$ cat src/sv/timed_trajectory_tracker_macros.svh
// Assertion macros shared by the trajectory tracker RTL.
// Each macro expects clk and arst_n to be visible where it is used.
`ifndef TIMED_TRAJECTORY_TRACKER_MACROS_SVH
`define TIMED_TRAJECTORY_TRACKER_MACROS_SVH

// Same-cycle implication, disabled during reset
`define TTT_ASSERT_IMP(lbl, ante, cons, msg) \
	lbl: assert property (@(posedge clk) disable iff (!arst_n) (ante) |-> (cons)) \
		else $error(msg);

// Next-cycle implication, disabled during reset
`define TTT_ASSERT_NEXT(lbl, ante, cons, msg) \
	lbl: assert property (@(posedge clk) disable iff (!arst_n) (ante) |=> (cons)) \
		else $error(msg);

`endif

$ cat src/sv/ttt_pkg.sv
// Types and constants of the trajectory tracker.
// No dependencies; used by ttt_mod_unit and timed_trajectory_tracker.
package ttt_pkg;

	// input transaction
	typedef struct packed {
		logic [1:0]         command;
		logic signed [31:0] pos_x;
		logic signed [31:0] pos_y;
		logic [15:0]        pos_yaw;
		logic [31:0]        elapsed_time;
		logic signed [31:0] wp_x;
		logic signed [31:0] wp_y;
		logic [31:0]        wp_time;
		logic signed [15:0] wp_speed;
		logic signed [15:0] wp_yawrate;
		logic [15:0]        wp_yaw;
	} cmd_t;

	// result transaction
	typedef struct packed {
		logic [15:0]        speed_cmd;
		logic signed [15:0] yawrate_cmd;
		logic [7:0]         target_index;
		logic [1:0]         status;
	} res_t;

	// one waypoint as stored in the table memory
	typedef struct packed {
		logic signed [31:0] x;
		logic signed [31:0] y;
		logic [31:0]        wtime;
		logic signed [15:0] speed;
		logic signed [15:0] yawrate;
		logic [15:0]        heading;
	} entry_t;

	// modulo unit request and response
	typedef struct packed {
		logic        start;
		logic [31:0] dividend;
		logic [31:0] divisor;
	} div_req_t;

	typedef struct packed {
		logic        done;
		logic [31:0] rem;
	} div_resp_t;

	typedef enum logic [1:0] {
		STATUS_OK,
		STATUS_EMPTY,
		STATUS_ZERO_PERIOD
	} status_t;

	typedef enum logic [2:0] {
		ST_IDLE,
		ST_PERIOD_RD,
		ST_PERIOD_CHK,
		ST_DIVIDE,
		ST_SEARCH,
		ST_SINE,
		ST_PRODUCT,
		ST_FINISH
	} state_t;

	localparam logic [1:0] CMD_APPEND   = 2'd0;
	localparam logic [1:0] CMD_POSITION = 2'd1;
	localparam logic [1:0] CMD_CONTROL  = 2'd2;

	localparam logic REG_LONG_GAIN = 1'b0;
	localparam logic REG_LAT_GAIN  = 1'b1;

	localparam logic [15:0] LONG_GAIN_RESET = 16'd655;
	localparam logic [15:0] LAT_GAIN_RESET  = 16'd3277;

	// 20 ms in Q16.16
	localparam logic signed [33:0] WINDOW_Q16  = 34'sd1311;
	localparam logic signed [71:0] SPEED_MAX   = 72'sd40960;
	localparam logic signed [71:0] YAWRATE_LIM = 72'sd16384;
	localparam logic signed [71:0] ONE_Q30     = 72'sd1073741824;

	// odd quarter-wave sine polynomial coefficients, Q2.30
	function automatic logic signed [35:0] poly_coef(input logic [2:0] k);
		case (k)
			3'd0: return 36'sd1686629713;
			3'd1: return 36'sd693598668;
			3'd2: return 36'sd85569306;
			3'd3: return 36'sd5026995;
			3'd4: return 36'sd172272;
			default: return 36'sd0;
		endcase
	endfunction

endpackage

$ cat src/sv/ttt_mod_unit.sv
// Restoring remainder unit, one quotient bit per cycle.
// Depends on ttt_pkg for the request and response structs.
module ttt_mod_unit (
	input  logic                clk,
	input  logic                arst_n,
	input  ttt_pkg::div_req_t   req,
	output ttt_pkg::div_resp_t  resp
);
	import ttt_pkg::*;

	logic [32:0] rem_q;
	logic [31:0] dvd_q;
	logic [31:0] dsr_q;
	logic [5:0]  cnt_q;
	logic        done_q;
	logic [32:0] trial;

	// shift in next dividend bit
	assign trial = {rem_q[31:0], dvd_q[31]};

	// iteration control
	always_ff @(posedge clk or negedge arst_n) begin
		if (!arst_n) begin
			cnt_q  <= '0;
			done_q <= 1'b0;
		end else begin
			done_q <= 1'b0;
			if (req.start) begin
				cnt_q <= 6'd32;
			end else if (cnt_q != '0) begin
				cnt_q <= cnt_q - 6'd1;
				if (cnt_q == 6'd1) begin
					done_q <= 1'b1;
				end
			end
		end
	end

	// remainder datapath
	always_ff @(posedge clk) begin
		if (req.start) begin
			rem_q <= '0;
			dvd_q <= req.dividend;
			dsr_q <= req.divisor;
		end else if (cnt_q != '0) begin
			dvd_q <= {dvd_q[30:0], 1'b0};
			if (trial >= {1'b0, dsr_q}) begin
				rem_q <= trial - {1'b0, dsr_q};
			end else begin
				rem_q <= trial;
			end
		end
	end

	assign resp.done = done_q;
	assign resp.rem  = rem_q[31:0];

endmodule

$ cat config.mk
export PLATFORM = sky130hd
export DESIGN_NAME = ttt_mod_unit
export DESIGN_NICKNAME = d
export VERILOG_FILES = /design/src/sv/timed_trajectory_tracker_macros.svh /design/src/sv/ttt_pkg.sv /design/src/sv/ttt_mod_unit.sv
export SDC_FILE = /design/constraint.sdc
export NUM_CORES = 1
export LEC_CHECK = 0
export BUFFER_PORTS_ARGS = -buffer_cell sky130_fd_sc_hd__buf_2
export CAP_MARGIN = 40
export CORE_UTILIZATION = 51
export DETAILED_ROUTE_END_ITERATION = 8
export GPL_TIMING_DRIVEN = 0
export PLACE_DENSITY_LB_ADDON = 0.2
export SLEW_MARGIN = 20
export SYNTH_ARGS = -nofsm -noshare
export SYNTH_HDL_FRONTEND = slang
export SYNTH_SLANG_ARGS = --single-unit
$ cat constraint.sdc
create_clock -name clk -period 2.8 [get_ports clk]
set_input_delay 0.56 -clock clk [delete_from_list [all_inputs] [get_ports clk]]
set_output_delay 0.56 -clock clk [all_outputs]
set_load 0.02 [all_outputs]
==> flow_summary.yaml <==
outcome:
  status: "finished, violations left"
  violations: "negative setup slack"
die:
  floorplan.initialDensity: 0.534
  io_pins: 100
  die_w_um: 109
  core_area_mm2: 0.0110
  rows: 38
  die_h_um: 109
  dieArea_mm2: 0.0120
layout:
  drive_above_1_share: 0.365
  final_cell_mix: "buf_2 (100), edfxtp_1 (64), nand2_1 (46)"
  final_cells: 828
  num_antenna_cells: 0
  final_common_cell: "buf_2"
  fin_util: 0.683
  area_growth_pct: 27.8
  fin_nets: 785
  n_fill_cell: 865
clock_network:
  clockBufferDepth: 2
  cts_root_buf: "clkbuf_16"
  htreeDepth: 3
  path_clk_slew_ns: 0.07
  cts-buffers-inserted: 9
  cts_tree: "yes"
  clk_latency_ns: 0.36
  clkSinkCount: 103
setup_path:
  worstPathMaxFanout: 5
  slowest_delay_ns: 0.39
  path_cells: "inv_2 -> ha_4 -> a21o_1 -> a21o_1 -> a21o_1 -> a211o_1 -> a221oi_4 -> o21ai_4 -> a41oi_4 -> buf_12 -> buf_12 -> clkbuf_16 -> mux2i_1 -> o21ai_1"
  reg2reg_from: "dsr_q[18]"
  critPathRequiredTime_ns: 3.02
  crit_slowest_cell: "edfxtp_1"
  critical_path_buf_inv_count: 4
  startpoint: "dsr_q[18]"
  crit_family: "compound AO/OA/AOI/OAI gates"
  critPathMostFrequentCell: "a21o_1"
  cp.arrival_ns: 3.26
  endpoint_kind: "flip-flop"
  critPathLaunchType: "flip-flop"
  critical_path_class: "reg -> reg"
placement:
  routabilityCongestion: 0.892
  dp.cells: 785
  port_buffers: 99
  dpl.hpwl_um: 9400
logic_synthesis:
  synthesis.area_mm2: 0.00589
  synth-seq-cells: 103
  avgSynthCellArea_um2: 10.8
  synth_top_flop_cell: "edfxtp_1"
  synth_top_family_by_area: "compound AO/OA/AOI/OAI gates"
  yosysUniqueCellTypes: 66
  syn-num-nets: 648
  ys_seq_area_frac: 0.465
  synthSimpleGateAreaFrac: 0.0913
  ys_warn_count: 0
  muxShareOfSynthArea: 0.0983
  synth_compound_area_frac: 0.183
  synth_edf_count: 64
  synth_cells: 546
  synth_adder_area_share: 0.0756
  synth_xor_area_frac: 0.0431
  async_flop_share: 0.0680
power_and_ir_drop:
  p_leak_nw: 3.48
  ir_drop_mv: 0.875
  power.total_mw: 8.44
  power_density_mw_per_mm2: 1120
detailed_routing:
  wl_um: 13500
  routedWlPerCell_um: 16.3
  drt_iter0_markers: 197
  vias_per_cell: 5.61
  post-route-drc-count: 0
  ant_nets: 0
  first_pass_iters: 4
  vias: 4644
timing:
  fin_ws_ns: -0.242
  fmax_ghz: 0.329
  rsz0062_at_grt: "yes"
  slew_viol_final: 0
  finalSetupViolCount: 32
  hold_violations: 0
  relSlewSlack: 0.344
  post-route-period-util: 1.09
  finClkSkew_ns: 0.00857
  worstMarginPinSlew_ns: 0.984
  fin_tns_setup_ns: -4.37
  period_minus_slack_ns: 3.04
hold_path:
  hold_path_class: "in -> async"
grt:
  grt_pass1_vias: 4617
  grt_pass1_wl_um: 21300
  grtUsageTotal: 0.233
  antenna_found_initial: 0
  grt_overflow_total: 0
  grt_start_max_net_pins: 34
flow_run:
  max_cap_viol_count: 0
## area by class of cell
type	count	area, µm²	share of cell area
sequential	103	2750	0.366
inverter	40	150	0.0199
tap	140	175	0.0233
timing repair buffer	130	795	0.106
clock inverter	7	90.1	0.0120
multi-input combinational	379	3210	0.426
buffer	20	129	0.0171
clock buffer	9	225	0.0299
## synthesized netlist by cell type (2+ instances only)
cell | number | area, µm²
a221oi_1 | 2 | 17.5
o21ai_1 | 28 | 140
o31ai_1 | 5 | 37.5
nand2_1 | 48 | 180
o21bai_1 | 5 | 37.5
nor3_1 | 5 | 25.0
a211o_1 | 4 | 35.0
o21ai_0 | 7 | 35.0
nor2b_1 | 8 | 50.1
o21a_1 | 3 | 22.5
buf_4 | 2 | 15.0
a2111o_1 | 2 | 22.5
mux2_2 | 31 | 349
a2111oi_0 | 2 | 17.5
a21oi_1 | 22 | 110
a2111oi_4 | 2 | 55.1
dfxtp_1 | 32 | 641
a21o_1 | 26 | 195
a31oi_1 | 2 | 12.5
a211oi_1 | 4 | 30.0
o22ai_1 | 3 | 18.8
ha_1 | 34 | 425
nand4_1 | 5 | 31.3
xnor2_1 | 15 | 131
a21oi_2 | 2 | 17.5
mux2i_1 | 23 | 230
o211ai_1 | 2 | 15.0
and2_1 | 2 | 12.5
a31o_1 | 2 | 17.5
nor4_1 | 2 | 12.5
nand2b_1 | 5 | 31.3
a21boi_0 | 2 | 15.0
edfxtp_1 | 64 | 1920
a32oi_1 | 8 | 70.1
buf_2 | 4 | 20.0
clkbuf_1 | 16 | 60.1
dfrtp_1 | 7 | 175
nand3_1 | 9 | 45.0
inv_1 | 40 | 150
xor2_1 | 14 | 123
nor2_1 | 20 | 75.1
and3_1 | 3 | 18.8
## final timing paths
| kind | to | slack (ns) | depth (start not counted) |
|---|---|---|---|
| min in group clk | dsr_q[28] | 0.37 | 1 |
| max in group asynchronous | cnt_q[3] | 2.63 | 1 |
| worst min register to register | rem_q[8] | 0.47 | 2 |
| worst max register to register | rem_q[7] | -0.24 | 14 |
| worst max-delay path | rem_q[7] | -0.24 | 14 |
| worst min-delay path | cnt_q[1] | 0.01 | 1 |
## cell families after synthesis
family / Yosys count
and+or+nand+nor: 114
adders and majority gates: 35
AOI/OAI and AO/OA: 147
buffers and inverters: 64
xor gates and xnor gates: 29
DFF: 103
muxes: 54
## worst register-to-register path: cells and delay by family (launching register included)
kind,cells,cell delay [ns]
AO/OA/AOI/OAI,8,1.64
multiplexers,1,0.17
flip-flops,1,0.39
adder cells (fa/ha/maj),1,0.21
buffers and inverters,4,0.49
## repair_timing
item                                   in CTS  in global routing
setup endpoints to repair                  32                 65
setup buffers                              22                  7
resized for setup                          38                 21
gates cloned                                2                  1
endpoints found under the hold margin       0                  0
hold buffers                                0                  0
pin swaps                                  43                 22
## per-stage QoR
step / hold WS [ns] / instance area [µm²] / worst slack, ns
after detailed placement: 0.399 / 6680 / -0.550
after global placement: 0.397 / 6680 / -0.696
final: 0.0144 / 7530 / -0.242
after CTS: 0.00840 / 7350 / -0.228
after floorplan: 0.264 / 6010 / -0.0151
after global routing: 0.0139 / 7530 / -0.407
## power breakdown
| part | internal, mW | total (mW) | switching, mW |
|---|---|---|---|
| registers | 2.07 | 2.43 | 0.368 |
| logic | 2.20 | 4.69 | 2.49 |
| clock network | 0.715 | 1.32 | 0.601 |
## sequential cells by signal, indices dropped and copies added (netlist names)
name    flops
dsr_q      32
dvd_q      32
rem_q      32
cnt_q       6
done_q      1
## layer usage
layer  up-vias  share of wire  GRT usage
met5         -              0          0
met4         0          0.029      0.108
met3        34          0.045     0.0587
met2       114           0.49      0.405
met1      2209           0.44      0.270
li1       2287              -          -
(Power assumes the default switching activity.)
